--- src/rtl/kpdb_pkg.sv ---
// Package for the keypad per-key debouncer.
// Holds the field types and fixed widths shared by the evaluation lanes and the top level.
// No dependencies.
package kpdb_pkg;

  localparam int KEY_FIELD_W = 16;
  localparam int TIME_W      = 32;
  localparam int DELAY_W     = 16;

  localparam logic [DELAY_W-1:0] DELAY_RESET = 16'd3;

  typedef logic [KEY_FIELD_W-1:0] key_vec_t;
  typedef logic [TIME_W-1:0]      stamp_t;
  typedef logic [DELAY_W-1:0]     delay_t;

  localparam key_vec_t KEYS_RELEASED = '1;

  typedef struct packed {
    key_vec_t raw_keys;
    stamp_t   time_ms;
  } scan_t;

  typedef struct packed {
    key_vec_t pressed_mask;
    logic     changed;
  } result_t;

endpackage

--- src/rtl/kpdb_key_eval.sv ---
// Per-key evaluation lanes of the keypad debouncer: restamp, elapsed-time check, level update.
// Purely combinational; one independent lane per handled key.
// Depends on kpdb_pkg.
module kpdb_key_eval #(
  parameter int ACTIVE_KEYS = 16
) (
  input  kpdb_pkg::scan_t    scan,
  input  kpdb_pkg::key_vec_t prev_raw,
  input  kpdb_pkg::key_vec_t stable,
  input  kpdb_pkg::delay_t   delay,
  input  kpdb_pkg::stamp_t   stamps     [ACTIVE_KEYS],
  output kpdb_pkg::stamp_t   stamps_nxt [ACTIVE_KEYS],
  output kpdb_pkg::key_vec_t stable_nxt,
  output logic               changed
);

  kpdb_pkg::key_vec_t flip;

  for (genvar i = 0; i < kpdb_pkg::KEY_FIELD_W; i++) begin : g_lane
    if (i < ACTIVE_KEYS) begin : g_active
      logic             raw_moved;
      kpdb_pkg::stamp_t elapsed;

      assign raw_moved     = prev_raw[i] ^ scan.raw_keys[i];
      assign elapsed       = scan.time_ms - stamps[i];
      assign stamps_nxt[i] = raw_moved ? scan.time_ms : stamps[i];
      assign flip[i]       = !raw_moved && (stable[i] != scan.raw_keys[i]) &&
                             (elapsed > {{(kpdb_pkg::TIME_W-kpdb_pkg::DELAY_W){1'b0}}, delay});
      assign stable_nxt[i] = flip[i] ? scan.raw_keys[i] : stable[i];
    end else begin : g_idle
      assign flip[i]       = 1'b0;
      assign stable_nxt[i] = 1'b1;
    end
  end

  assign changed = |flip;

endmodule

--- src/rtl/keypad_per_key_debouncer_core.sv ---
// Top level of the keypad per-key debouncer: input register, key state, result register, config.
// Depends on kpdb_pkg and kpdb_key_eval.
//
//   channel | signals                                   | direction
//   --------+-------------------------------------------+----------
//   in      | in_valid, in_stall, in_raw_keys, in_time_ms | into core
//   out     | out_valid, out_stall, out_pressed_mask, out_changed | out of core
//   cfg     | cfg_valid, cfg_ready, cfg_data (debounce delay) | into core
//
// One scan word per cycle unless out is stalled; the result register follows the input register.
// The input register feeds the key lanes, which update the key state and load
// the result register in the same cycle, so back-to-back scans see fresh state.
// Reset (synchronous, rst_n low): delay 3, all keys released, all stamps zero.
// A stalled result holds the lane stage; in_stall rises only when the input register is also full.
module keypad_per_key_debouncer_core #(
  parameter int KEY_COUNT = 16
) (
  input  logic                clk,
  input  logic                rst_n,

  input  logic                in_valid,
  output logic                in_stall,
  input  kpdb_pkg::key_vec_t  in_raw_keys,
  input  kpdb_pkg::stamp_t    in_time_ms,

  output logic                out_valid,
  input  logic                out_stall,
  output kpdb_pkg::key_vec_t  out_pressed_mask,
  output logic                out_changed,

  input  logic                cfg_valid,
  output logic                cfg_ready,
  input  kpdb_pkg::delay_t    cfg_data
);

  localparam int ACTIVE_KEYS = (KEY_COUNT > kpdb_pkg::KEY_FIELD_W) ?
                               kpdb_pkg::KEY_FIELD_W : KEY_COUNT;

  kpdb_pkg::scan_t    scan_r;
  logic               scan_valid_r;
  kpdb_pkg::key_vec_t prev_raw_r;
  kpdb_pkg::key_vec_t stable_r;
  kpdb_pkg::delay_t   delay_r;
  kpdb_pkg::stamp_t   stamps_r   [ACTIVE_KEYS];
  kpdb_pkg::stamp_t   stamps_nxt [ACTIVE_KEYS];
  kpdb_pkg::key_vec_t stable_nxt;
  logic               changed_nxt;
  kpdb_pkg::result_t  result_r;
  logic               result_valid_r;

  logic               in_take;
  logic               advance;

  assign advance   = scan_valid_r && (!result_valid_r || !out_stall);
  assign in_stall  = scan_valid_r && !advance;
  assign in_take   = in_valid && !in_stall;
  assign cfg_ready = 1'b1;

  kpdb_key_eval #(
    .ACTIVE_KEYS (ACTIVE_KEYS)
  ) u_key_eval (
    .scan       (scan_r),
    .prev_raw   (prev_raw_r),
    .stable     (stable_r),
    .delay      (delay_r),
    .stamps     (stamps_r),
    .stamps_nxt (stamps_nxt),
    .stable_nxt (stable_nxt),
    .changed    (changed_nxt)
  );

  always_ff @(posedge clk) begin
    if (!rst_n) begin
      scan_valid_r   <= 1'b0;
      result_valid_r <= 1'b0;
      prev_raw_r     <= kpdb_pkg::KEYS_RELEASED;
      stable_r       <= kpdb_pkg::KEYS_RELEASED;
      delay_r        <= kpdb_pkg::DELAY_RESET;
      for (int i = 0; i < ACTIVE_KEYS; i++) begin
        stamps_r[i] <= '0;
      end
    end else begin
      if (in_take) begin
        scan_valid_r <= 1'b1;
      end else if (advance) begin
        scan_valid_r <= 1'b0;
      end
      if (advance) begin
        result_valid_r <= 1'b1;
      end else if (!out_stall) begin
        result_valid_r <= 1'b0;
      end
      if (advance) begin
        prev_raw_r <= scan_r.raw_keys;
        stable_r   <= stable_nxt;
        stamps_r   <= stamps_nxt;
      end
      if (cfg_valid && cfg_ready) begin
        delay_r <= cfg_data;
      end
    end
  end

  always_ff @(posedge clk) begin
    if (in_take) begin
      scan_r.raw_keys <= in_raw_keys;
      scan_r.time_ms  <= in_time_ms;
    end
    if (advance) begin
      result_r.pressed_mask <= ~stable_nxt;
      result_r.changed      <= changed_nxt;
    end
  end

  assign out_valid        = result_valid_r;
  assign out_pressed_mask = result_r.pressed_mask;
  assign out_changed      = result_r.changed;

endmodule
--- config.mk ---
export PLATFORM = sky130hd
export DESIGN_NAME = keypad_per_key_debouncer_core
export DESIGN_NICKNAME = d
export VERILOG_FILES = /design/src/rtl/kpdb_pkg.sv /design/src/rtl/kpdb_key_eval.sv /design/src/rtl/keypad_per_key_debouncer_core.sv
export SDC_FILE = /design/constraint.sdc
export NUM_CORES = 2
export LEC_CHECK = 0
export BUFFER_PORTS_ARGS = -buffer_cell sky130_fd_sc_hd__buf_2
export CAP_MARGIN = 0
export CORE_UTILIZATION = 65
export CTS_CLUSTER_DIAMETER = 120
export DETAILED_ROUTE_END_ITERATION = 8
export PLACE_DENSITY = 0.92
export RECOVER_POWER = 50
export SLEW_MARGIN = 15
export SYNTH_ARGS = -nofsm -noshare
export SYNTH_HDL_FRONTEND = slang
export SYNTH_SLANG_ARGS = --single-unit
--- constraint.sdc ---
create_clock -name clk -period 19.3 [get_ports clk]
set_clock_uncertainty 0.05 [all_clocks]
set_input_delay 3.86 -clock clk [delete_from_list [all_inputs] [get_ports clk]]
set_output_delay 3.86 -clock clk [all_outputs]
set_load 0.02 [all_outputs]
==> flow_summary.ini <==
[timing]
rsz0062_at_grt = no
timing.slew.headroom = -1.80
finalSetupViolCount = 0
post-route-period-util = 0.710
max_freq_mhz = 72.9
fin_tns_setup_ps = 0
period_needed_ps = 13710
hold_viol = 0
worstMarginPinSlew_ps = 4200
slew_violations = 590

[floorplanning]
num_io_pins = 89
die_w_um = 302
row_count = 109
die_area_mm2 = 0.0912
initial_core_util = 0.659
core_area_mm2 = 0.0888
die_h_um = 302

[cells_and_area]
areaGrowthSynthToFinish_pct = 6.34
stdcell_count = 9204
drive_above_1_share = 0.0463
num-nets-final = 8812
final_area_mm2 = 0.0622
fill_cells = 7230

[clock_network]
postCtsHoldBufs = 0
cts.reportedPaths.clkPinSlew_ps = 60
post_cts_buffers = 0
cts_tree = done
cts_buffers = 74
root_buffer = clkbuf_16
htreeDepth = 3
cts_resized = 0
cts_buffer_depth = 3
clock_latency_ps = 670
cts.sinks = 627

[yosys]
syn_area_mm2 = 0.0585
synth_largest_area_cell = dfxtp_1
synth_warnings = 0
synth_cell_type_count = 97
synth_top_area_frac = 0.192
ys_seq_area_frac = 0.226
synth_edf_count = 65
synth_nets = 8928
syn_area_per_cell_um2 = 7.23
synth_cells = 8091
synth-main-ff-cell = dfxtp_1
synth_seq_cells = 627
ys_async_sr_fraction = 0
yosys-top-cells-area = dfxtp_1, ha_1, nand2_1

[routing]
drt-total-wl_um = 187000
num_vias = 60100
drtAntennaViolNets = 0
drt-initial-drc-count = 6244
via_per_inst = 6.53
first_pass_iters = 9
remaining_drc_errors = 6
wl_per_cell_um = 20.3

[flow_run]
maxCapViolCount = 12

[worst_setup_path]
worstRegToRegCells = 20
cp_cell_sequence = buf_2 -> clkbuf_1 -> clkinvlp_2 -> clkbuf_1 -> clkbuf_1 -> buf_4 -> nor2_1
required_ps = 19740
crit_type = primary input to flop
cp-end-kind = flop
crit_top_cell = clkbuf_1
cpMaxStageDelayCell = clkbuf_1
cp.arrival_ps = 14160
cp_slowest_stage_delay_ps = 3000
worst-path-max-fanout = 99
cp-start-kind = primary input

[run_status]
status = finished, violations left
violations = DRC, capacitance limit, slew limit

[grt]
antenna_found_initial = 3
grt_first_pass_wirelength_um = 292000
grt_start_max_net_pins = 103
grt-ovfl-total = 0
gr-usage-all-layers = 0.396
grt_pass1_vias = 55800

[placed_design]
dp.cells = 9063
dp_hpwl_um = 126000
placed_cell_area_mm2 = 0.0598
place_congestion = 0.998
portBuffers = 87

[hold_path]
min_path_type = flop to flop
whs_path_depth = 2

[pwr]
vdd_drop_max_uv = 66.9
p_per_area_mw_per_mm2 = 71.7
p_leak_nw = 23.8
==> kinds of logic (layout without fill, tap and decap cells) <==
group | count (synthesis) | after routing | share of synthesized area
compound gates | 2431 | 2431 | 0.259
xor+xnor | 336 | 336 | 0.0503
flops | 627 | 627 | 0.226
other cells | 1 | 5 | 0.0000641
simple gates | 2810 | 2810 | 0.218
mux | 82 | 82 | 0.0144
buf+inv | 1036 | 980 | 0.0667
fa+ha+maj | 768 | 768 | 0.166
==> state kept, by name (all words and copies together) (netlist names) <==
signal / cells
stamps_r: 512
scan_r: 48
delay_r: 16
out_pressed_mask: 16
prev_raw_r: 16
stable_r: 16
out_changed: 1
out_valid: 1
scan_valid_r: 1
==> through the flow <==
stage / utilization / power, mW / setup slack, ps / hold WS [ps]
after detailed placement: 0.673 / 2.97 / 10950 / 396
after floorplan: - / 2.59 / 11240 / 386
final: 0.701 / 4.46 / 5590 / 403
after CTS: 0.701 / 4.42 / 10990 / 403
after global placement: 0.673 / 2.91 / 11020 / 391
after global routing: 0.701 / 4.68 / 5230 / 418
==> layer usage <==
metal	vias up	GRT usage	wire length (um)
met3	784	0.0738	19500
met2	3014	0.622	80400
li1	28400	-	-
met1	27800	0.491	72600
met5	-	0	27
met4	4	0.272	14600
==> worst paths after layout <==
| path | from | endpoint | slack, ps |
|---|---|---|---|
| max | rst_n | delay_r[6] | 5590 |
| min | stamps_r[491] | stamps_r[491] | 400 |
| max reg2reg | scan_r[0] | out_changed | 10590 |
| min reg2reg | stamps_r[491] | stamps_r[491] | 400 |
==> Yosys cell counts (all sizes together), types with 19 or more instances <==
| master | n |
|---|---|
| o22ai | 25 |
| edfxtp | 65 |
| clkbuf | 342 |
| a211oi | 71 |
| a211o | 24 |
| a221oi | 20 |
| a21o | 186 |
| nor2 | 395 |
| nor3 | 114 |
| inv | 652 |
| nor2b | 103 |
| buf | 41 |
| a21oi | 1096 |
| or4 | 20 |
| and3 | 72 |
| nand2 | 1488 |
| or3 | 37 |
| nor3b | 24 |
| xnor2 | 203 |
| o31a | 44 |
| a2111oi | 43 |
| and2 | 55 |
| dfxtp | 562 |
| xor2 | 133 |
| o21bai | 45 |
| nand4 | 138 |
| o2111ai | 30 |
| a21boi | 21 |
| nor4 | 42 |
| o31ai | 35 |
| o211ai | 77 |
| and4 | 23 |
| nand2b | 76 |
| ha | 752 |
| o41ai | 19 |
| or2 | 25 |
| nand3 | 156 |
| a31oi | 66 |
| o21ai | 345 |
| a311oi | 19 |
| mux2i | 65 |
| o21a | 107 |
==> critical path, delay by kind of cell <==
kind | cells | cell delay [ps]
and+or+nand+nor | 1 | 130
buffers and inverters | 6 | 9860
==> cell type report <==
type	instances	area, um2	area share
repair buffers	191	1150	0.0185
well taps	1165	1460	0.0234
flip-flops and latches	627	13200	0.212
clock buffers	94	2040	0.0327
multi-input cells	6428	41500	0.666
clock inverters	42	458	0.00736
inverters	653	2450	0.0394
diodes	4	10.0	0.000161
==> cells in the final DEF, fill, tap and decap left out, drive strengths merged, types with 114 or more instances in the layout <==
master / n
nand2: 1488
a21oi: 1096
buf: 153
xnor2: 203
o21ai: 345
dfxtp: 562
ha: 752
a21o: 186
clkbuf: 132
nand3: 156
inv: 661
nor3: 114
nand4: 138
nor2: 395
xor2: 133
==> where the power goes <==
part / total [mW] / switching (mW) / leakage (nW) / internal [mW]
logic: 1.59 / 0.983 / 17.4 / 0.607
registers: 1.41 / 0.0375 / 5.20 / 1.38
clock network: 1.46 / 0.643 / 1.20 / 0.818
total: 4.46 / 1.66 / 23.8 / 2.80
Power figures use the tool's default switching activity.
